## config.mk

```make
export PLATFORM = sky130hd
export DESIGN_NAME = rbde_queue
export DESIGN_NICKNAME = d
export VERILOG_FILES = /design/src/sv/rbde_pkg.sv /design/src/sv/rbde_queue.sv
export SDC_FILE = /design/constraint.sdc
export NUM_CORES = 1
export LEC_CHECK = 0
export ABC_CLOCK_PERIOD_IN_PS = 5550
export BUFFER_PORTS_ARGS = -buffer_cell sky130_fd_sc_hd__buf_2
export CORE_ASPECT_RATIO = 0.5
export CORE_MARGIN = 10
export CORE_UTILIZATION = 30
export CTS_CLUSTER_DIAMETER = 40
export DETAILED_ROUTE_END_ITERATION = 12
export HOLD_SLACK_MARGIN = 0.05
export SLEW_MARGIN = 0
export SYNTH_ARGS = -nofsm -noshare
export SYNTH_HDL_FRONTEND = slang
export SYNTH_SLANG_ARGS = --single-unit
```

## constraint.sdc

```tcl
create_clock -name clk -period 5.55 [get_ports clk]
set_input_delay 1.665 -clock clk [delete_from_list [all_inputs] [get_ports clk]]
set_output_delay 1.665 -clock clk [all_outputs]
set_load 0.02 [all_outputs]
```

## src/sv/rbde_pkg.sv

```systemverilog
// Shared constants and types for the run-block dictionary encoder.
package rbde_pkg;

  localparam int SYMBOL_BITS = 24;
  localparam int COUNT_BITS  = 16;
  localparam int LEVEL_BITS  = 8;
  localparam int TABLE_DEPTH = 1024;
  localparam int ADDR_BITS   = $clog2(TABLE_DEPTH);
  localparam int USED_BITS   = $clog2(TABLE_DEPTH + 1);
  localparam int KEY_BITS    = SYMBOL_BITS + COUNT_BITS;
  localparam int CFG_BITS    = 8;
  localparam int QUEUE_DEPTH = 4;
  localparam int QPTR_BITS   = $clog2(QUEUE_DEPTH);
  localparam int QCNT_BITS   = $clog2(QUEUE_DEPTH + 1);

  localparam logic [CFG_BITS-1:0] CFG_ID_BASE   = CFG_BITS'(0);
  localparam logic [CFG_BITS-1:0] CFG_LEVEL_TAG = CFG_BITS'(1);

  localparam logic [COUNT_BITS-1:0] COUNT_MAX = {COUNT_BITS{1'b1}};

  typedef struct packed {
    logic [SYMBOL_BITS-1:0] sym;
    logic [COUNT_BITS-1:0]  len;
    logic                   ovf;
    logic                   burst_last;
    logic                   seq_end;
  } run_event_t;

endpackage

```

## src/sv/rbde_queue.sv

```systemverilog
// Short queue of finished runs between the run detector and the dictionary unit.
module rbde_queue (
  input  logic                 clk,
  input  logic                 rst,
  input  rbde_pkg::run_event_t push_first,
  input  rbde_pkg::run_event_t push_second,
  input  logic [1:0]           push_count,
  input  logic                 pop,
  output rbde_pkg::run_event_t head,
  output logic                 not_empty,
  output logic                 room_for_two
);
  import rbde_pkg::*;

  run_event_t             slots [QUEUE_DEPTH];
  logic [QPTR_BITS-1:0]   wr_ptr, rd_ptr;
  logic [QCNT_BITS-1:0]   count;

  assign head         = slots[rd_ptr];
  assign not_empty    = (count != '0);
  assign room_for_two = (count <= QCNT_BITS'(QUEUE_DEPTH - 2));

  always_ff @(posedge clk) begin
    if (push_count != 2'd0) begin
      slots[wr_ptr] <= push_first;
    end
    if (push_count == 2'd2) begin
      slots[wr_ptr + QPTR_BITS'(1)] <= push_second;
    end
  end

  always_ff @(posedge clk) begin
    if (rst) begin
      wr_ptr <= '0;
      rd_ptr <= '0;
      count  <= '0;
    end else begin
      wr_ptr <= wr_ptr + QPTR_BITS'(push_count);
      rd_ptr <= rd_ptr + QPTR_BITS'(pop);
      count  <= count + QCNT_BITS'(push_count) - QCNT_BITS'(pop);
    end
  end
endmodule

```

==> impl_results.md, run 1 <==
- Final period utilization: 0.717
- Power density over cell area: between 300 and 400 nW/um^2
- Number of cell instances on the worst register-to-register path: 3
- Pleak: 3.65 nW
- Vias: 4661
- TritonRoute pass-1 iters: 4
- Flops & latches, synth: around 180
- Primary FF master, synth: edfxtp_1
- Via-to-Cell Ratio: about 4.7
- Clock latency on the worst-skew pair: 420 ps
- Die Height: ~140 um
- Die X: 262 um
- Endpoint of the worst-slack reg-to-reg timing path: slots[2][14]
- Clock share of power: 0.340
- Ratio of cells with drive above 1 in the final layout: 0.661
- Die ar.: 36900 um^2
- Master of the slowest instance on the critical path: dfxtp_2
- Number of max-capacitance violations reported: 0
- Sw Share: 0.259
- Mean cell area of the mapped netlist: 19.1 um^2
- Hold-critical path endpoint: count[2]
- Worst path setup slack after routing: 1570 ps
- Slew Viols, Final: 0
- Std-Cell Rows: 44
- CP max FO: 23
- Beginning of the worst register-to-register path: wr_ptr[1]
- Number of gates on the worst path with buffers counted: 3
- Setup repair after global routing missed its margin: false
- Wire length per cell after detailed routing: 21.1 um
- Root buffer cell: clkbuf_16
- Setup TNS after final layout: 0 ps
- Top delay family on crit path: flip-flops
- Detailed Route WL: 21100 um
- Sequential element share of the synthesized area: 0.605
- CTS clk-pin slew, worst paths: 70 ps
- Highest clock frequency the design can meet: 0.251 GHz
- Number of synthesized flops with an enable pin: 172
- Growth of design area from synthesis to finish: 19.4%
- Number of stages on the worst hold path: 2
- Total internal power: 0.00266 W
- Via count of the first global-routing pass: 5185
- Setup crit end kind: output port
- Largest stage delay on the critical path: 810 ps
- Status: completed
- Tightest Hold Check Type: reg -> reg
- Maximum number of pins on one net before global-route repair: 45
- Global-route congestion overflow total: 0
- Post-Synthesis Net Count: 555
- Global-route total usage across every layer: 0.116
- Final-stage net count: 689
- Sum of buffers and inverters on the critical path: 2
- DR iter-0 viols: approximately 240
- Most frequent standard cell in the layout excluding fill and tap cells: edfxtp_1
- Relative contribution of sequential cells to total power: 0.480
- Worst slack after detailed placement: 1890 ps
- Ys async rst share: 0
- Post-CTS Setup Bufs: 0
- Switch Pwr: 0.000930 W
- First-pass GRT wire length: between 30000 and 40000 um
- Number of nets with antenna violations after routing: 0
- Setup clock skew after layout: 8.96 ps
- Yosys warning total: 0
- Worst relative slew slack: 0.344
- Combinational power share: 0.180
- CTS Hold Bufs: 0
- DR DRC count: 0
- Max clock buf depth: 2
- Global placer's final weighted congestion: ~0.77
- Number of top-level design ports: 136
- Placed cells: approximately 960
- Final Hold Viols: 0
- Area of the multi-input gates: 3290 um^2
- Final HPWL from detailed placement: around 13000 um
- Data arrival time at the worst-slack endpoint: approximately 2300 ps
- Clock tree from TritonCTS: done
- Number of clock sinks: 179
- Final non-filler cell total: 1000
- Placeable core region: roughly 29000 um^2
- Worst IR Drop VDD: 0.214 mV
- Final-layout fill cell count: 2730
- Count of unique library cells instantiated by Yosys: 26
- Post_cts resized: 0
- Port bufs: 135
- H-tree depth: 4
- Slew at the pin closest to its max-slew limit: 984 ps
- Critical path start-end classification: reg -> out
- Setup slack, reg-to-reg: 3110 ps
- Synthesized instance count: 458
- Crit path time final: 3980 ps
- Number of buffers created by CTS: 17
- Total setup violations reported at the end of the flow: 0
- Critical path cell sequence: buf_4 -> mux4_2 -> buf_2
- Crit path launch type: flop
- Mapped cell area: 8770 um^2
- Sequential cell area: 5310 um^2
- Starting density of the core: 0.303
- Commonest cells after routing, fill and taps aside: edfxtp_1 (172), mux2_2 (162), buf_2 (135), mux4_2 (43), clkbuf_16 (17)
- Start point of the worst hold path: count[2]
- Required time at the endpoint of the critical path: 3880 ps
- Antenna violations before repair: 4
cell type report:
class                      count  area share
clock inverter                15      0.0157
sequential                   179       0.507
inverter                       6     0.00215
tap                          391      0.0467
timing repair buffer         145      0.0729
multi-input combinational    243       0.314
antenna                        4    0.000956
clock buffer                  17      0.0406
layer usage:
| metal | part of all wire | vias up | global-route usage |
|---|---|---|---|
| met1 | 0.38 | 2451 | 0.124 |
| met2 | 0.58 | 57 | 0.225 |
| li1 | - | 2139 | - |
| met3 | 0.019 | 14 | 0.0224 |
| met5 | 0 | - | 0 |
| met4 | 0.016 | 0 | 0.0351 |
synth_stat cells, drive strengths merged (2+ instances only):
master / n / area share
o21bai: 2 / 0.0017
nor2b: 3 / 0.0021
mux4: 43 / 0.11
inv: 6 / 0.0026
clkbuf: 4 / 0.0017
dfxtp: 7 / 0.016
ha: 5 / 0.0071
buf: 26 / 0.023
nor2: 6 / 0.0026
mux2: 172 / 0.23
edfxtp: 172 / 0.59
metrics by stage:
stage / total power [W] / area, um^2 / util / hold WS [ps]
2_1_floorplan: 0.00217 / 8770 / - / 542
3_3_place_gp: 0.00240 / 9870 / 0.342 / 641
3_5_place_dp: 0.00241 / 9870 / 0.342 / 657
4_1_cts: 0.00363 / 10500 / 0.362 / 667
5_1_grt: 0.00373 / 10500 / 0.362 / 710
6_report: 0.00358 / 10500 / 0.362 / 662
power groups by stage:
stage | Sequential, W | Combinational (W) | Clock [W]
5_1_grt | 0.00174 | 0.000693 | 0.00130
4_1_cts | 0.00172 | 0.000661 | 0.00124
6_report | 0.00172 | 0.000644 | 0.00122
3_5_place_dp | 0.00175 | 0.000658 | 0
3_3_place_gp | 0.00175 | 0.000653 | 0
2_1_floorplan | 0.00172 | 0.000451 | 0
how the worst max path moves through the flow:
stage | start | end | slack [ps]
after floorplan | push_count[1] | slots[0][0] | 70
after global placement | push_count[0] | slots[2][19] | 1860
after detailed placement | push_count[0] | slots[2][19] | 1890
after CTS | rd_ptr[0] | head[8] | 1510
after global routing | rd_ptr[0] | head[20] | 1410
final | rd_ptr[1] | head[20] | 1570
cell families (layout without fill, tap and decap cells):
kind of cell / count (synthesis) / in the layout / synth area share
DFF: 179 / 179 / 0.605
adders and majority gates: 6 / 6 / 0.00942
other: 0 / 4 / 0
and+or+nand+nor: 14 / 14 / 0.0124
buffers and inverters: 36 / 183 / 0.0270
xor gates and xnor gates: 3 / 3 / 0.00628
AOI/OAI and AO/OA: 4 / 4 / 0.00285
muxes: 216 / 216 / 0.337
flip-flops by register name, summed over array words and instances, names as in the netlist:
signal,count
slots,172
count,3
rd_ptr,2
wr_ptr,2
tightest hold or removal path: stages, from the launching register on:
cell and delay (ps):
dfxtp_1 350, xor3_1 230, nor2_1 40
(Power assumes the default switching activity.)
==> run 2: changes to the inputs <==
ABC_AREA = 1   (was default)
ABC_CLOCK_PERIOD_IN_PS = 4100   (was 5550)
clock period = 4.1 ns   (was 5.55 ns; I/O delays follow)
==> impl_results.md, run 2 <==
- DR DRC count: 0
- Global placer's final weighted congestion: slightly below 0.8
- Count of unique library cells instantiated by Yosys: 24
- Final Hold Viols: 0
- Maximum number of pins on one net before global-route repair: 87
- Die Height: 143 um
- Register bank with the most flops: slots
- Antenna violations before repair: 3
- Slew at the pin closest to its max-slew limit: about 860 ps
- Clock latency on the worst-skew pair: 430 ps
- Yosys warning total: 0
- Post_cts resized: 0
- Largest stage delay on the critical path: 730 ps
- Worst relative slew slack: 0.425
- Area of the multi-input gates: between 2000 and 3000 um^2
- Std-Cell Rows: 44
- Biggest regs: slots: 172 flops, count: 3 flops
- Post-CTS Setup Bufs: 0
- Detail Route met3 WL: ~600 um
- Flops & latches, synth: 179
- Top delay family on crit path: flip-flops
- H-tree depth: 4
- Final non-filler cell total: 1500
- Mapped cell area: ~9000 um^2
- Max clock buf depth: 2
- Sequential element share of the synthesized area: 0.587
- Commonest cells after routing, fill and taps aside: nand2_1 (269), edfxtp_1 (172), o21ai_0 (148), inv_1 (142), buf_2 (135)
- Vias: 6918
- Global-route total usage across every layer: 0.119
- Combinational power share: 0.178
- Number of top-level design ports: 136
- Critical path start-end classification: reg -> out
- Worst IR Drop VDD: 0.308 mV
- Final-layout fill cell count: 2930
- Synth area leaders: edfxtp_1 (57%), nand2_1 (11%), o21ai_0 (8.2%)
- Setup repair after global routing missed its margin: false
- Setup TNS after final layout: 0 ps
- First-pass GRT wire length: about 36000 um
- Relative contribution of sequential cells to total power: 0.465
- Placeable core region: between 20000 and 30000 um^2
- Ys async rst share: 0
- Total setup violations reported at the end of the flow: 0
- Power, Total: 0.00488 W
- Highest clock frequency the design can meet: 0.305 GHz
- Top layer used by detailed routing: met5
- Number of clock sinks: approximately 180
- Starting density of the core: 0.308
- Detailed Route WL: 22700 um
- Slew Viols, Final: 0
- Master of the slowest instance on the critical path: dfxtp_4
- Wire length per cell after detailed routing: roughly 15 um
- Required time at the endpoint of the critical path: 2870 ps
- Most used standard cells in the synthesized netlist: nand2_1 (273), edfxtp_1 (172), o21ai_0 (148)
- Port bufs: 135
- Post-Synthesis Net Count: 1088
- Switch Pwr: roughly 0.0014 W
- Setup clock skew after layout: 10.8 ps
- Tightest Hold Check Type: reg -> reg
- Largest register FFs: 172
- Final HPWL from detailed placement: 14900 um
- Sequential cell area: 5310 um^2
- Routed wl met2: 12900 um
- Via-to-Cell Ratio: 4.61
- Final period utilization: 0.801
- CP max FO: 64
- Number of max-capacitance violations reported: 0
- Number of buffers created by CTS: 17
- Crit path launch type: flop
- Total internal power: 0.00351 W
- Mean cell area of the mapped netlist: 9.12 um^2
- Library cell with the largest summed area after synthesis: edfxtp_1
- Top cell type's share of synthesized area: 0.572
- Number of synthesized flops with an enable pin: ~170
- Placed cells: 1466
- TritonRoute pass-1 iters: 5
- CTS Hold Bufs: 0
- Sum of buffers and inverters on the critical path: 2
- Top-count cell post-synth: nand2_1
- Via count of the first global-routing pass: 7002
- Growth of design area from synthesis to finish: 18.2%
- Global-route congestion overflow total: 0
- Setup crit end kind: output port
- Wire length the detailed router placed on met1: ~8800 um
- Data arrival time at the worst-slack endpoint: 2050 ps
- Status: completed
- Die X: 265 um
- Final-stage net count: 1191
- Crit path time final: approximately 3300 ps
- Number of nets with antenna violations after routing: 0
- Die ar.: 37900 um^2
- Critical path cell sequence: buf_12 -> a21oi_1 -> o21ai_0 -> nand2_1 -> buf_2
- Synthesized instance count: 991
- Primary FF master, synth: edfxtp_1
- Clock tree from TritonCTS: done
- CTS clk-pin slew, worst paths: 70 ps
- Root buffer cell: clkbuf_16
- Clock share of power: 0.357
- DR iter-0 viols: 410
- Ratio of cells with drive above 1 in the final layout: 0.176
- Pleak: 4.67 nW
- Power density over cell area: 457 nW/um^2
- Most frequent standard cell in the layout excluding fill and tap cells: nand2_1
- Sw Share: 0.281
## run 2: cell types whose count changed after synthesis, moves of 8 or more
cell	delta
mux2_2	-162
a21oi_1	+45
o21ai_1	+67
o21ai_0	+147
inv_1	+136
buf_2	+8
clkbuf_1	+30
o211ai_1	+43
nand2_1	+273
mux4_2	-43
mux2_4	-10
## run 2: final timing paths
check | from | end | slack (ps) | cells after the start
max reg2reg | wr_ptr[1] | slots[2][8] | 2080 | 4
min | count[2] | count[2] | 630 | 3
min reg2reg | count[2] | count[2] | 630 | 3
max | rd_ptr[0] | head[14] | 820 | 5
## run 2: worst reg2reg max path, delay by kind of cell (launching register included)
kind            cells  cell delay [ps]
compound gates      1              200
buf+inv             1              600
flops               1              480
simple gates        2              470
## run 2: kinds of logic (layout without fill, tap and decap cells)
logic type / after synthesis / count (layout) / share of synthesized area
adder cells (fa/ha/maj): 6 / 6 / 0.00914
flip-flops: 179 / 179 / 0.587
other: 0 / 2 / 0
AND/OR/NAND/NOR: 292 / 292 / 0.125
buffers and inverters: 209 / 325 / 0.0971
XOR/XNOR: 1 / 1 / 0.000969
AO/OA/AOI/OAI: 304 / 304 / 0.180
## run 2: per-layer routing
| layer | vias up | global-route usage |
|---|---|---|
| met5 | - | 0 |
| met4 | 2 | 0.0373 |
| met3 | 28 | 0.0233 |
| met2 | 92 | 0.243 |
| met1 | 3263 | 0.119 |
| li1 | 3533 | - |
## run 2: per-stage QoR
| step | setup WS, ps | hold slack, ps | area [um^2] | utilization |
|---|---|---|---|---|
| final | 817 | 632 | 10700 | 0.364 |
| after global routing | 653 | 676 | 10700 | 0.364 |
| after CTS | 800 | 623 | 10700 | 0.364 |
| after detailed placement | 1140 | 611 | 10000 | 0.342 |
| after global placement | 1200 | 582 | 10000 | 0.342 |
| after floorplan | 1030 | 537 | 9040 | - |
## run 2: cell type report
class,count,share of cell area
Tap cell,391,0.0458
Clock inverter,15,0.0190
Inverter,144,0.0506
Multi-Input combinational cell,603,0.269
Sequential cell,179,0.497
Clock buffer,17,0.0398
Timing Repair Buffer,149,0.0778
Antenna cell,2,0.000469
## run 2: power groups by stage
stage	registers (W)	clock network [W]	logic, W
2_1_floorplan	0.00229	0	0.000573
3_3_place_gp	0.00230	0	0.000862
3_5_place_dp	0.00231	0	0.000884
4_1_cts	0.00227	0.00176	0.000887
5_1_grt	0.00228	0.00185	0.000977
6_report	0.00227	0.00175	0.000868
==> run 3: changes to the inputs <==
ABC_CLOCK_PERIOD_IN_PS = 3100   (was 4100)
clock period = 3.1 ns   (was 4.1 ns; I/O delays follow)
==> impl_results.md, run 3 (synthesized netlist as in run 2, its figures left out) <==
- Status: completed
- Detailed Route WL: around 23000 um
- Register bank with the most flops: slots
- Power density over cell area: 618 nW/um^2
- Number of max-capacitance violations reported: 0
- Setup clock skew after layout: 9.04 ps
- Largest stage delay on the critical path: 560 ps
- Maximum number of pins on one net before global-route repair: 69
- Number of nets with antenna violations after routing: 0
- Pleak: 4.74 nW
- Relative contribution of sequential cells to total power: 0.448
- Clock tree from TritonCTS: done
- Data arrival time at the worst-slack endpoint: 1890 ps
- Largest register FFs: 172
- H-tree depth: 4
- Global placer's final weighted congestion: 0.798
- Number of cell instances on the worst register-to-register path: 5
- CTS clk-pin slew, worst paths: 70 ps
- Antenna violations before repair: 4
- Final-stage net count: 1198
- Number of stages on the worst hold path: 3
- Sw Share: 0.269
- Wire length per cell after detailed routing: 15.4 um
- Crit path launch type: flop
- Global-route congestion overflow total: 0
- Crit path time final: 2820 ps
- Switch Pwr: approximately 0.0018 W
- Clock share of power: 0.375
- Clock latency on the worst-skew pair: between 400 and 500 ps
- TritonRoute pass-1 iters: 6
- CTS Hold Bufs: 0
- Std-Cell Rows: 44
- Most frequent standard cell in the layout excluding fill and tap cells: nand2_1
- Placeable core region: 29300 um^2
- Critical path start-end classification: reg -> out
- Utilization after layout: 0.369
- Via-to-Cell Ratio: around 4.6
- Ratio of cells with drive above 1 in the final layout: 0.180
- Post-CTS Setup Bufs: 0
- Post-route standard cell area excluding fillers: 10800 um^2
- Number of buffers created by CTS: 17
- Die ar.: 37900 um^2
- Number of clock sinks: approximately 180
- Slew Viols, Final: 0
- Root buffer cell: clkbuf_16
- Final period utilization: 0.910
- Total internal power: 0.00489 W
- Critical path cell sequence: buf_4 -> a21oi_1 -> o21ai_0 -> nand2_1 -> buf_2
- Starting density of the core: 0.308
- Vias: 6997
- Final HPWL from detailed placement: approximately 16000 um
- Global-route total usage across every layer: 0.122
- Final Hold Viols: 0
- Number of top-level design ports: 136
- Die Height: ~140 um
- Setup TNS after final layout: 0 ps
- Slew at the pin closest to its max-slew limit: 712 ps
- Setup crit end kind: output port
- Via count of the first global-routing pass: between 7000 and 8000
- Total setup violations reported at the end of the flow: 0
- DR DRC count: 0
- Combinational power share: 0.177
- DR iter-0 viols: 419
- Growth of design area from synthesis to finish: 19.7%
- Highest clock frequency the design can meet: 0.354 GHz
- Post_cts resized: 0
- Commonest cells after routing, fill and taps aside: nand2_1 (269), edfxtp_1 (172), o21ai_0 (148), inv_1 (142), buf_2 (135)
- Master of the slowest instance on the critical path: dfxtp_4
- CP max FO: 27
- Cell area after placement: slightly above 10000 um^2
- Required time at the endpoint of the critical path: 2170 ps
- Tightest Hold Check Type: reg -> reg
- First-pass GRT wire length: 36800 um
- Max clock buf depth: 2
- Die X: 265 um
- Setup repair after global routing missed its margin: false
- Worst IR Drop VDD: ~0.40 mV
- Port bufs: roughly 140
- Worst relative slew slack: 0.525
- Biggest regs: slots: 172 flops, count: 3 flops
-- run 3: changes by cell type in the layout (fill, tap and decap cells not counted) --
cell / before / now
bufinv_16: 4 / 7
clkinv_4: 3 / 1
buf_4: 10 / 15
buf_12: 4 / 6
diode_2: 2 / 3
inv_6: 4 / 1
clkinvlp_4: 1 / 2
clkinv_1: 1 / 2
-- run 3: cell type report --
type                            count  area (um^2)
Antenna cell                        3         7.51
Timing Repair Buffer              156          908
Multi-Input combinational cell    603         2870
Inverter                          144          541
Clock inverter                     15          260
Sequential cell                   179         5310
Tap cell                          391          489
Clock buffer                       17          425
Fill cell                        2931        18500
-- run 3: path summary, 6_finish.rpt --
check	start	end	slack (ps)
setup / recovery	rd_ptr[0]	head[0]	280
hold / removal	count[2]	count[2]	620
setup reg to reg	wr_ptr[0]	slots[2][18]	1220
hold reg to reg	count[2]	count[2]	620
-- run 3: power groups by stage --
| stage | logic [W] | clock network (W) | registers [W] |
|---|---|---|---|
| after detailed placement | 0.00121 | 0 | 0.00305 |
| final | 0.00118 | 0.00251 | 0.00299 |
| after global routing | 0.00133 | 0.00262 | 0.00301 |
| after floorplan | 0.000758 | 0 | 0.00302 |
| after global placement | 0.00118 | 0 | 0.00304 |
| after CTS | 0.00121 | 0.00253 | 0.00299 |
-- run 3: metal layers --
metal,vias up,part of all wire,wire length (um),track usage
met1,3293,0.38,8900,0.123
met5,-,0.00086,20,0
met4,2,0.024,558,0.0493
met3,29,0.031,724,0.0233
met2,129,0.56,13100,0.245
li1,3544,-,-,-
-- run 3: worst max-delay path, delay by kind of cell (launching register included) --
family                 cells  cell delay [ps]
buffers and inverters      2              530
AO/OA/AOI/OAI              2              230
flip-flops                 1              560
AND/OR/NAND/NOR            1              130
-- run 3: per-stage QoR --
stage / total power, W / setup slack [ps] / instances / hold WS (ps)
after CTS: 0.00674 / 286 / 1505 / 625
final: 0.00668 / 279 / 1508 / 619
after global routing: 0.00697 / 149 / 1508 / 677
after detailed placement: 0.00425 / 622 / 1473 / 612
after floorplan: 0.00378 / 326 / 991 / 537
after global placement: 0.00421 / 668 / 1473 / 583
