File: src/sv/rbde_pkg.sv
// Shared constants and types for the run-block dictionary encoder.
package rbde_pkg;

  localparam int SYMBOL_BITS = 24;
  localparam int COUNT_BITS  = 16;
  localparam int LEVEL_BITS  = 8;
  localparam int TABLE_DEPTH = 1024;
  localparam int ADDR_BITS   = $clog2(TABLE_DEPTH);
  localparam int USED_BITS   = $clog2(TABLE_DEPTH + 1);
  localparam int KEY_BITS    = SYMBOL_BITS + COUNT_BITS;
  localparam int CFG_BITS    = 8;
  localparam int QUEUE_DEPTH = 4;
  localparam int QPTR_BITS   = $clog2(QUEUE_DEPTH);
  localparam int QCNT_BITS   = $clog2(QUEUE_DEPTH + 1);

  localparam logic [CFG_BITS-1:0] CFG_ID_BASE   = CFG_BITS'(0);
  localparam logic [CFG_BITS-1:0] CFG_LEVEL_TAG = CFG_BITS'(1);

  localparam logic [COUNT_BITS-1:0] COUNT_MAX = {COUNT_BITS{1'b1}};

  typedef struct packed {
    logic [SYMBOL_BITS-1:0] sym;
    logic [COUNT_BITS-1:0]  len;
    logic                   ovf;
    logic                   burst_last;
    logic                   seq_end;
  } run_event_t;

endpackage

File: src/sv/rbde_front.sv
// Run detector: tracks the open run and turns each finished run into queue requests.
module rbde_front (
  input  logic                            clk,
  input  logic                            rst,
  input  logic                            accept,
  input  logic [rbde_pkg::SYMBOL_BITS-1:0] symbol_in,
  input  logic                            stream_last,
  output rbde_pkg::run_event_t            ev_first,
  output rbde_pkg::run_event_t            ev_second,
  output logic [1:0]                      ev_count
);
  import rbde_pkg::*;

  logic [SYMBOL_BITS-1:0] run_symbol, sym_next;
  logic [COUNT_BITS-1:0]  run_length, len_next;
  logic                   run_open, overflow_seen, ovf_next, same, push_old;
  run_event_t             ev_old, ev_new;

  always_comb begin
    same     = run_open && (symbol_in == run_symbol);
    push_old = run_open && !same;
    if (same) begin
      sym_next = run_symbol;
      len_next = (run_length == COUNT_MAX) ? run_length : run_length + COUNT_BITS'(1);
      ovf_next = overflow_seen || (run_length == COUNT_MAX);
    end else begin
      sym_next = symbol_in;
      len_next = COUNT_BITS'(1);
      ovf_next = 1'b0;
    end
    ev_old = '{sym: run_symbol, len: run_length, ovf: overflow_seen,
               burst_last: !stream_last, seq_end: 1'b0};
    ev_new = '{sym: sym_next, len: len_next, ovf: ovf_next,
               burst_last: 1'b1, seq_end: 1'b1};
    ev_second = ev_new;
    if (push_old) begin
      ev_first = ev_old;
      ev_count = stream_last ? 2'd2 : 2'd1;
    end else begin
      ev_first = ev_new;
      ev_count = stream_last ? 2'd1 : 2'd0;
    end
    if (!accept) begin
      ev_count = 2'd0;
    end
  end

  always_ff @(posedge clk) begin
    if (rst) begin
      run_symbol    <= '0;
      run_length    <= '0;
      run_open      <= 1'b0;
      overflow_seen <= 1'b0;
    end else if (accept) begin
      if (stream_last) begin
        run_symbol    <= '0;
        run_length    <= '0;
        run_open      <= 1'b0;
        overflow_seen <= 1'b0;
      end else begin
        run_symbol    <= sym_next;
        run_length    <= len_next;
        run_open      <= 1'b1;
        overflow_seen <= ovf_next;
      end
    end
  end
endmodule

File: config.mk
export PLATFORM = sky130hd
export DESIGN_NAME = rbde_front
export DESIGN_NICKNAME = d
export VERILOG_FILES = /design/src/sv/rbde_pkg.sv /design/src/sv/rbde_front.sv
export SDC_FILE = /design/constraint.sdc
export NUM_CORES = 1
export LEC_CHECK = 0
export ABC_AREA = 1
export BUFFER_PORTS_ARGS = -buffer_cell sky130_fd_sc_hd__buf_2
export CAP_MARGIN = 5
export CORE_MARGIN = 5
export CORE_UTILIZATION = 45
export CTS_BUF_LIST = sky130_fd_sc_hd__clkbuf_4 sky130_fd_sc_hd__clkbuf_8 sky130_fd_sc_hd__clkbuf_16
export CTS_CLUSTER_DIAMETER = 30
export DETAILED_ROUTE_END_ITERATION = 16
export PLACE_DENSITY = 0.77
export SLEW_MARGIN = 0
export SYNTH_ARGS = -nofsm -noshare
export SYNTH_HDL_FRONTEND = slang
export SYNTH_SLANG_ARGS = --single-unit
File: constraint.sdc
create_clock -name clk -period 1.7 [get_ports clk]
set_clock_uncertainty 0.05 [all_clocks]
set_input_delay 0.255 -clock clk [delete_from_list [all_inputs] [get_ports clk]]
set_output_delay 0.255 -clock clk [all_outputs]
set_load 0.005 [all_outputs]
==> parameters.txt, run 1 <==
Parameter                              Value

Outcome
  Run status ... complete, but fails checks
  Violated checks ... negative setup slack

Detailed routing
  Length of the first detailed-routing pass in iterations ... 5
  Wire length reported by the detailed router ... approximately 11000 µm
  Residual DRC ... 0
  Drt first-iter violations ... about 200
  Vias per inst ... between 5 and 6
  Total number of vias ... roughly 4200
  Detail-routed net length per standard cell ... 13.4 µm
  Antenna viol nets, final ... 0

Die
  Ports ... roughly 120
  Initial cell density of the core ... 46.2%
  Row count ... 30
  Overall die width ... around 93 µm
  Area enclosed by the die boundary ... 8710 µm²
  Core outline area ... 6760 µm²
  DIE HEIGHT ... around 93 µm

Power and ir drop
  Logic gate share of total power ... between 20% and 30%
  Lkg Pwr ... about 0.0026 µW
  Switching component of the power ... ~620 µW
  Net switching share of the total power ... 29.1%
  Total Power ... between 2000 and 2500 µW
  Clock network fraction of design power ... approximately 30%
  Total power divided by cell area ... around 440 nW/µm²
  Internal portion of total power ... between 1500 and 2000 µW
  Flop pwr share ... 48.1%
  Maximum VDD drop ... 0.406 mV

Yosys
  Cell taking the most area after synthesis ... dfxtp_1
  Main area contributors after synthesis ... dfxtp_1 (27%), nand2_1 (26%), inv_1 (9.3%), a21oi_1 (7.2%), o21ai_0 (6.9%)
  Count of warnings emitted by yosys ... 0
  Seq cells post-synth ... 42
  Cell variety after synth ... 28
  Gate Count Post-Synth ... 566
  Fraction of registers with async set or reset after synthesis ... 0%
  Average size of a mapped cell ... 5.52 µm²
  Share of the yosys chip area belonging to registers ... between 20% and 30%
  Synthesized area ... between 3000 and 4000 µm²
  Leading cell type by number of instances after synthesis ... nand2_1
  Post-synth EDFFs ... 0
  Top post-synthesis cells by count ... nand2_1 (220), inv_1 (77), a21oi_1 (45), o21ai_0 (43), dfxtp_1 (42)
  Predominant post-synthesis flop cell ... dfxtp_1
  Area share of the leading cell type in the synthesized netlist ... 26.9%

Worst hold path
  Worst Hold Class ... in2reg

Global routing
  Grt ovf ... 0
  Overall Global Routing Usage ... 24.4%
  Antenna violations before repair ... 0
  Vias in the first global route ... slightly above 4000
  First-pass GRT wire length ... 17500 µm
  Pin count of the biggest net entering global routing ... 41

STA
  Minimum setup slack in the final design ... -594 ps
  Final critical path time including I/O delays and setup ... 2290 ps
  Setup repair after global routing missed its margin ... true
  Portion of the clock cycle consumed by the worst path in the final layout ... 135%
  Max-slew violation total from the final report ... 0
  Number of failing setup endpoints in the final timing report ... 55
  Final Hold Violating Endpoints ... 0
  Highest attainable clock frequency ... ~0.44 GHz

Critical path
  Critical path destination ... ev_first[18]
  Endpoint kind of the worst setup timing path ... primary output
  R2r startpoint ... run_symbol[14]
  Kind of start point of the critical path ... register
  Worst-path maximum fanout ... 4
  R2R depth ... 14
  Start point of the critical path ... run_length[1]
  Reg-to-reg critical path endpoint ... run_length[7]
  Crit Path Class ... reg2out
  R2R setup slack ... -330 ps
  Arrival time reported for the critical path endpoint ... around 2000 ps
  Required arrival time at the worst endpoint ... about 1400 ps

Place
  Count of input and output buffers ... 113
  Post-detailed-placement half-perimeter wirelength ... 7240 µm
  Instance area after placement ... about 4300 µm²
  Weighted congestion at the end of routability-driven global placement ... 0.817

Finish
  N_diodes ... 0
  Layout overhead on the synthesized area ... 57.4%
  Count of nets after finishing ... just under 800
  Utilization of the core after routing ... between 70% and 80%
  Fraction of layout instances using a drive strength above 1 ... between 40% and 50%
  Post-layout instance area ... between 4000 and 5000 µm²

Clock network
  Max H-tree Level ... 2
  Clock latency reported for the late side of the worst-skew pair ... 290 ps
  Clock sink count ... between 40 and 50
  CTS tree ... built
  Maximum clock insertion buffer count ... 2
  Clock root buffer ... clkbuf_8
  Reg clk slew, reported paths ... about 80 ps
  Clock buffer count from CTS ... 5

Job
  Max-cap violations ... 0
[placed cells by master, fill, tap and decap left out, types with 14 or more instances in the layout]
master,netlist,layout
buf_2,3,106
nand3_2,4,14
a21oi_1,45,40
dfxtp_1,42,18
o21ai_1,2,15
inv_2,10,18
buf_6,3,20
dfxtp_2,0,23
nor2_1,23,15
inv_1,77,66
nand2_1,220,203
o21ai_0,43,25
buf_4,4,83
[cell families (layout without fill, tap and decap cells)]
group	count (synthesis)	after routing	share of synthesized area [%]
other	1	2	0.120
xor gates and xnor gates	4	4	1.12
buffers and inverters	138	310	17.9
and+or+nand+nor	289	290	38.7
DFF	42	42	26.9
adders and majority gates	2	2	0.801
AOI/OAI and AO/OA	90	90	14.4
[power by group through the flow]
stage | Sequential, µW | Clock [µW] | Combinational, µW
global placement | 1050 | 0 | 411
CTS | 1030 | 670 | 447
floorplan | 1050 | 0 | 222
global route | 1040 | 712 | 516
detailed placement | 1050 | 0 | 420
finish | 1030 | 653 | 461
[worst min path at each step]
stage / from / endpoint / slack (ps) / cells after the start
finish: symbol_in[15] / run_symbol[15] / 180 / 3
global route: symbol_in[15] / run_symbol[15] / 180 / 3
CTS: symbol_in[15] / run_symbol[15] / 170 / 3
detailed placement: overflow_seen / overflow_seen / 420 / 2
global placement: overflow_seen / overflow_seen / 410 / 2
floorplan: symbol_in[10] / run_symbol[10] / 340 / 2
[repair_timing]
| item | in CTS | in global routing |
|---|---|---|
| hold buffers | 0 | 0 |
| cloned | 3 | 1 |
| buffers inserted | 19 | 6 |
| resized for setup | 75 | 62 |
| pin swaps | 21 | 15 |
| setup endpoints to repair | 51 | 69 |
[per-layer routing]
metal | up-vias | share of wire, % | wire length [µm] | track usage (%)
li1 | 2061 | - | - | -
met1 | 1866 | 39 | 4290 | 27.9
met2 | 198 | 49 | 5440 | 43.7
met3 | 41 | 8.1 | 892 | 4.26
met4 | 0 | 3.6 | 395 | 11.8
met5 | - | 0 | 0 | 0
[worst max-delay path, stage by stage, from the launching register on]
cell     delay [ps]
dfxtp_2         370
buf_4           130
nand3_1         120
nor2_2          140
nand2_1          60
inv_1           100
nand2_1         140
inv_2           100
nand2_1          50
nand2_1          60
nand3_1         150
nand2_4         100
o21ai_1          60
buf_2           120
[area by class of cell]
type | instances | area [µm²]
multi-input combinational | 388 | 2020
timing repair buffer | 215 | 1500
tap | 80 | 100
sequential | 42 | 873
inverter | 88 | 340
clock buffer | 7 | 83.8
fill | 542 | 1840
[sequential cells by signal (all words and copies together), names as in the netlist]
name           cells
overflow_seen      1
run_length        16
run_open           1
run_symbol        24
[metrics by stage]
stage | hold slack (ps) | worst slack [ps] | setup TNS (ps) | cells
after floorplan | 342 | -3.75 | -3.75 | 567
after global placement | 409 | -258 | -7460 | 792
after detailed placement | 418 | -297 | -8460 | 792
after CTS | 168 | -530 | -19100 | 820
after global routing | 183 | -689 | -29720 | 820
final | 175 | -594 | -24040 | 820
Note: power is estimated with default switching activity, not from simulation.
==> inputs of run 2 (changes only) <==
Settings changed: CTS_BUF_LIST sky130_fd_sc_hd__clkbuf_4 sky130_fd_sc_hd__clkbuf_8 sky130_fd_sc_hd__clkbuf_16 to unset, HOLD_SLACK_MARGIN set to 0.08.
==> parameters.txt, run 2 (synthesis results as in run 1) <==
Parameter                              Value

Outcome
  Run status ... complete, but fails checks (unchanged)
  Violated checks ... negative setup slack (unchanged)

Critical path
  Required arrival time at the worst endpoint ... 1390 ps (about the same)
  Arrival time reported for the critical path endpoint ... 2020 ps (was 1990 ps)
  R2R setup slack ... -340 ps (was -330 ps)
  Crit Path Class ... reg2out (unchanged)
  Worst-path maximum fanout ... 4 (unchanged)
  Kind of start point of the critical path ... register (unchanged)
  R2R depth ... 14 (unchanged)
  Endpoint kind of the worst setup timing path ... primary output (unchanged)

Finish
  Filler cell count ... 530 (was 542)
  Count of nets after finishing ... 771 (was 770)
  Most common cell after layout, fill and taps aside ... nand2_1 (unchanged)
  Layout overhead on the synthesized area ... 58.8% (was 57.4%)
  Registers with the most flip-flops ... run_symbol x24, run_length x16 (unchanged)
  Most frequent cells in the layout ... nand2_1 (201), buf_2 (105), buf_4 (82) (was nand2_1 (203), buf_2 (106), buf_4 (83))
  N_diodes ... 0 (unchanged)
  Fraction of layout instances using a drive strength above 1 ... 45.3% (was 45.0%)
  Max FFs per register ... 24 (unchanged)
  Top register by number of flip-flops ... run_symbol (unchanged)
  Number of non-filler instances in the completed layout ... 821 (was 820)

Power and ir drop
  Net switching share of the total power ... 29.6% (was 29.1%)
  Total power divided by cell area ... 427 nW/µm² (was 437 nW/µm²)
  Logic gate share of total power ... 21.8% (was 21.5%)
  Internal portion of total power ... 1490 µW (was 1520 µW)
  Maximum VDD drop ... 0.407 mV (was 0.406 mV)
  Switching component of the power ... 628 µW (was 624 µW)
  Lkg Pwr ... 0.00261 µW (about the same)
  Clock network fraction of design power ... 29.5% (was 30.4%)
  Flop pwr share ... 48.7% (was 48.1%)

STA
  Highest attainable clock frequency ... 0.430 GHz (was 0.436 GHz)
  Rel. slew slack ... 66.7%
  Number of failing setup endpoints in the final timing report ... 55 (unchanged)
  Final Hold Violating Endpoints ... 0 (unchanged)
  Max-slew violation total from the final report ... 0 (unchanged)
  Smallest hold slack ... 174 ps (was 175 ps)
  Portion of the clock cycle consumed by the worst path in the final layout ... 137% (was 135%)
  Minimum setup slack in the final design ... -627 ps (was -594 ps)
  Slew at the pin closest to its max-slew limit ... 495 ps
  Setup repair after global routing missed its margin ... true (unchanged)
  Final critical path time including I/O delays and setup ... 2330 ps (was 2290 ps)

Die
  Initial cell density of the core ... 46.2% (unchanged)
  Ports ... 116 (unchanged)
  Overall die width ... 93.3 µm (unchanged)
  Area enclosed by the die boundary ... 8710 µm² (unchanged)
  Core outline area ... 6760 µm² (unchanged)
  Row count ... 30 (unchanged)
  DIE HEIGHT ... 93.3 µm (unchanged)

Clock network
  Reg clk slew, reported paths ... 80 ps (about the same)
  Hold buffer count at CTS ... 0 (unchanged)
  Maximum clock insertion buffer count ... 2 (unchanged)
  CTS tree ... built (unchanged)
  Clock root buffer ... clkbuf_8 (unchanged)
  Max H-tree Level ... 2 (unchanged)
  Clock buffer count from CTS ... 5 (unchanged)
  Clock latency reported for the late side of the worst-skew pair ... 300 ps (was 290 ps)
  Clock sink count ... 42 (unchanged)

Place
  Post-detailed-placement half-perimeter wirelength ... 7240 µm (unchanged)
  Weighted congestion at the end of routability-driven global placement ... 0.817 (unchanged)
  Placed Cells incl. Taps ... 792 (unchanged)
  Worst-case setup slack after placement ... -297 ps (unchanged)
  Count of input and output buffers ... 113 (unchanged)

Detailed routing
  Residual DRC ... 0 (unchanged)
  Wire length reported by the detailed router ... 11300 µm (was 11000 µm)
  Total number of vias ... 4219 (was 4166)
  Drt first-iter violations ... 221 (was 195)
  Antenna viol nets, final ... 0 (unchanged)
  Vias per inst ... 5.14 (was 5.08)
  Detail-routed net length per standard cell ... 13.8 µm (was 13.4 µm)
  Length of the first detailed-routing pass in iterations ... 5 (unchanged)

Global routing
  First-pass GRT wire length ... 17700 µm (was 17500 µm)
  Overall Global Routing Usage ... 24.7% (was 24.4%)
  Antenna violations before repair ... 0 (unchanged)
  Pin count of the biggest net entering global routing ... 41 (unchanged)
  Vias in the first global route ... 4080 (was 4055)
  Grt ovf ... 0 (unchanged)

Job
  Max-cap violations ... 0 (unchanged)

Worst hold path
  Worst Hold Class ... in2reg (unchanged)
  Number of stages on the worst hold path ... 3 (unchanged)
-- run 2: cell count changes in the layout (fill, tap and decap cells not counted), moves of 2 or more --
cell,change
buf_6,+2
clkbuf_1,+2
clkbuf_4,-2
inv_1,-2
inv_2,+2
nand2_1,-2
nand2_2,+2
nand3_4,+2
-- run 2: final cells by class --
cell class / count / area (µm²) / share of cell area (%)
timing repair buffer: 216 / 1520 / 30.7
multi-input combinational: 388 / 2050 / 41.2
tap: 80 / 100 / 2.02
inverter: 88 / 340 / 6.86
clock buffer: 7 / 76.3 / 1.54
sequential: 42 / 873 / 17.6
-- run 2: worst max-delay path, stage by stage, from the launching register on --
cell and delay [ps]:
dfxtp_2 360, ha_4 150, inv_4 40, nor2_4 130
nand2_4 80, nor2_4 170, nand2_2 150, o21ai_0 390
nand2_4 80, o21ai_1 70, buf_2 120
-- run 2: repair_timing --
item                       CTS  global route
resized for setup           76            71
setup endpoints to repair   51            69
setup buffers               19             7
pin swaps                   22            19
gates cloned                 3             1
-- run 2: metal layers --
layer	routed length, µm	global-route usage, %
met1	4450	28.4
met2	5460	43.4
met3	895	4.67
met4	498	12.7
met5	0	0
-- run 2: per-stage QoR --
stage | utilization (%) | power (µW) | setup TNS [ps] | area, µm²
floorplan | - | 1270 | -3.75 | 3160
global placement | 62.9 | 1460 | -7460 | 4250
detailed placement | 62.9 | 1470 | -8460 | 4250
CTS | 69.8 | 2120 | -19080 | 4720
global route | 73.4 | 2230 | -29680 | 4960
finish | 73.4 | 2120 | -24110 | 4960
-- run 2: power groups by stage --
stage                     Sequential (µW)  Combinational, µW  Clock [µW]
after detailed placement             1050                420           0
after CTS                            1030                448         637
after floorplan                      1050                222           0
after global placement               1050                411           0
after global routing                 1040                518         678
final                                1030                463         625
-- run 2: final timing paths --
path / to / startpoint
setup / recovery: ev_first[4] / run_length[1]
hold / removal: run_symbol[15] / symbol_in[15]
setup reg to reg: run_length[7] / run_symbol[14]
hold reg to reg: overflow_seen / overflow_seen
==> inputs of run 3 (changes only) <==
Settings changed: PLACE_DENSITY 0.77 to 0.85, TNS_END_PERCENT set to 30.
==> parameters.txt, run 3 (synthesis results as in run 1) <==
Parameter                              Value

Outcome
  Run status ... complete, but fails checks (unchanged)
  Violated checks ... negative setup slack (unchanged)

Place
  Weighted congestion at the end of routability-driven global placement ... 0.880 (was 0.817)
  Instance area after placement ... 4230 µm² (was 4250 µm²)
  Count of input and output buffers ... 113 (unchanged)
  Placed Cells incl. Taps ... 791 (was 792)
  Post-detailed-placement half-perimeter wirelength ... 7120 µm (was 7240 µm)
  Worst-case setup slack after placement ... -283 ps (was -297 ps)

Global routing
  Vias in the first global route ... 3942 (was 4080)
  Overall Global Routing Usage ... 23.4% (was 24.7%)
  Antenna violations before repair ... 0 (unchanged)
  First-pass GRT wire length ... 16800 µm (was 17700 µm)
  Pin count of the biggest net entering global routing ... 48 (was 41)
  Grt ovf ... 0 (unchanged)

Detailed routing
  Drt first-iter violations ... 197 (was 221)
  Antenna viol nets, final ... 0 (unchanged)
  Length of the first detailed-routing pass in iterations ... 4 (was 5)
  Residual DRC ... 0 (unchanged)
  Total number of vias ... 4137 (was 4219)
  Wire length reported by the detailed router ... 10900 µm (was 11300 µm)
  Vias per inst ... 5.06 (was 5.14)
  Detail-routed net length per standard cell ... 13.3 µm (was 13.8 µm)

Clock network
  Clock latency reported for the late side of the worst-skew pair ... 290 ps (was 300 ps)
  Hold buffer count at CTS ... 0 (unchanged)
  Reg clk slew, reported paths ... 80 ps (about the same)
  CTS tree ... built (unchanged)
  Clock sink count ... 42 (unchanged)
  Clock buffer count from CTS ... 5 (unchanged)
  Clock root buffer ... clkbuf_8 (unchanged)
  Max H-tree Level ... 2 (unchanged)
  Maximum clock insertion buffer count ... 2 (unchanged)

Worst hold path
  Worst hold path endpoint ... run_symbol[21] (was run_symbol[15])
  Worst Hold Class ... in2reg (unchanged)
  Number of stages on the worst hold path ... 3 (unchanged)
  Startpoint of the tightest hold check path ... symbol_in[21] (was symbol_in[15])

Critical path
  Worst-path maximum fanout ... 6 (was 4)
  Crit Path Class ... reg2out (unchanged)
  Kind of start point of the critical path ... register (unchanged)
  Endpoint kind of the worst setup timing path ... primary output (unchanged)
  Family of cells with the greatest summed delay on the critical path ... simple AND/OR/NAND/NOR gates (unchanged)
  Series of cell instances along the critical path ... ha_4 > inv_4 > nor2_4 > nand2_4 > nor2_4 > nand2_4 > inv_6 > o21ai_1 > o21ai_1 > nand2_1 > nand2_1 > buf_2 (was ha_4 > inv_4 > nor2_4 > nand2_4 > nor2_4 > nand2_2 > o21ai_0 > nand2_4 > o21ai_1 > buf_2)
  R2R setup slack ... -330 ps (was -340 ps)
  R2R depth ... 14 (unchanged)
  Reg-to-reg critical path endpoint ... run_length[8] (was run_length[7])
  Required arrival time at the worst endpoint ... 1390 ps (about the same)
  Buffers & Inverters on Critical Path ... 3 (was 2)
  R2r startpoint ... run_length[0] (was run_symbol[14])
  Maximum cell stage delay along the critical path ... 380 ps (was 390 ps)
  Critical-path top delay cell ... dfxtp_4 (was o21ai_0)
  Arrival time reported for the critical path endpoint ... 1990 ps (was 2020 ps)

Die
  Row count ... 30 (unchanged)
  Overall die width ... 93.3 µm (unchanged)
  Initial cell density of the core ... 46.2% (unchanged)
  Ports ... 116 (unchanged)
  DIE HEIGHT ... 93.3 µm (unchanged)
  Area enclosed by the die boundary ... 8710 µm² (unchanged)
  Core outline area ... 6760 µm² (unchanged)

STA
  Portion of the clock cycle consumed by the worst path in the final layout ... 135% (was 137%)
  Number of failing setup endpoints in the final timing report ... 55 (unchanged)
  Max-slew violation total from the final report ... 0 (unchanged)
  Setup repair after global routing missed its margin ... true (unchanged)
  Final critical path time including I/O delays and setup ... 2290 ps (was 2330 ps)
  Final Hold Violating Endpoints ... 0 (unchanged)
  Highest attainable clock frequency ... 0.437 GHz (was 0.430 GHz)
  Minimum setup slack in the final design ... -590 ps (was -627 ps)

Finish
  Number of non-filler instances in the completed layout ... 818 (was 821)
  Fraction of layout instances using a drive strength above 1 ... 45.5% (was 45.3%)
  Post-layout instance area ... 4830 µm² (was 4960 µm²)
  N_diodes ... 0 (unchanged)
  Most frequent cells in the layout ... nand2_1 (201), buf_2 (111), buf_4 (87) (was nand2_1 (201), buf_2 (105), buf_4 (82))
  Registers with the most flip-flops ... run_symbol x24, run_length x16 (unchanged)
  Count of nets after finishing ... 767 (was 771)
  Most common cell after layout, fill and taps aside ... nand2_1 (unchanged)
  Top register by number of flip-flops ... run_symbol (unchanged)
  Layout overhead on the synthesized area ... 54.8% (was 58.8%)
  Filler cell count ... 536 (was 530)
  Max FFs per register ... 24 (unchanged)

Job
  Max-cap violations ... 0 (unchanged)

Power and ir drop
  Total power divided by cell area ... 447 nW/µm² (was 427 nW/µm²)
  Lkg Pwr ... 0.00255 µW (was 0.00261 µW)
  Maximum VDD drop ... 0.345 mV (was 0.407 mV)
## run 3: final cells by class
type | instances | area (µm²) | share of cell area (%)
clock buffer | 7 | 86.3 | 1.79
tap | 80 | 100 | 2.07
timing repair buffer | 212 | 1390 | 28.8
multi-input combinational | 388 | 2040 | 42.2
inverter | 88 | 338 | 6.99
sequential | 42 | 875 | 18.1
clock inverter | 1 | 5.00 | 0.104
## run 3: worst max-delay path by stage
| stage | start | end | slack, ps | cells after the start |
|---|---|---|---|---|
| floorplan | run_symbol[17] | ev_count[0] | -4 | 12 |
| global placement | symbol_in[10] | ev_second[9] | -240 | 13 |
| detailed placement | symbol_in[19] | ev_second[9] | -280 | 12 |
| finish | run_length[0] | ev_first[5] | -590 | 12 |
| global route | run_length[0] | ev_second[17] | -690 | 13 |
| CTS | run_symbol[2] | ev_first[16] | -520 | 12 |
## run 3: routing by layer
metal	vias to the layer above	global-route usage, %	wire length, µm
li1	2045	-	-
met1	1888	26.7	4220
met2	173	42.8	5600
met3	31	5.07	822
met4	0	7.69	271
met5	-	0	0
## run 3: what timing repair did
action | in CTS | in global routing
setup endpoints to repair | 68 | 79
endpoints found under the hold margin | 0 | 0
setup buffers | 12 | 4
cloned | 3 | 0
pin swaps | 15 | 29
gates resized for setup | 55 | 77
## run 3: tightest hold or removal path: stages
cell     delay (ps)
buf_2           120
nand2_1          60
a21oi_1          50
## run 3: per-stage QoR
step	power, µW	hold slack (ps)	setup TNS, ps	util [%]
2_1_floorplan	1270	342	-3.75	-
3_3_place_gp	1460	402	-7050	62.6
3_5_place_dp	1470	407	-8760	62.6
4_1_cts	2150	167	-19910	67.3
5_1_grt	2280	169	-26280	71.6
6_report	2160	174	-20410	71.6
## run 3: report_power, final
part / total (µW) / leakage [µW] / switching [µW] / internal [µW]
registers: 1030 / 0.000352 / 21.9 / 1010
clock network: 676 / 0.0000482 / 347 / 328
logic: 453 / 0.00215 / 263 / 190
total: 2160 / 0.00255 / 632 / 1530
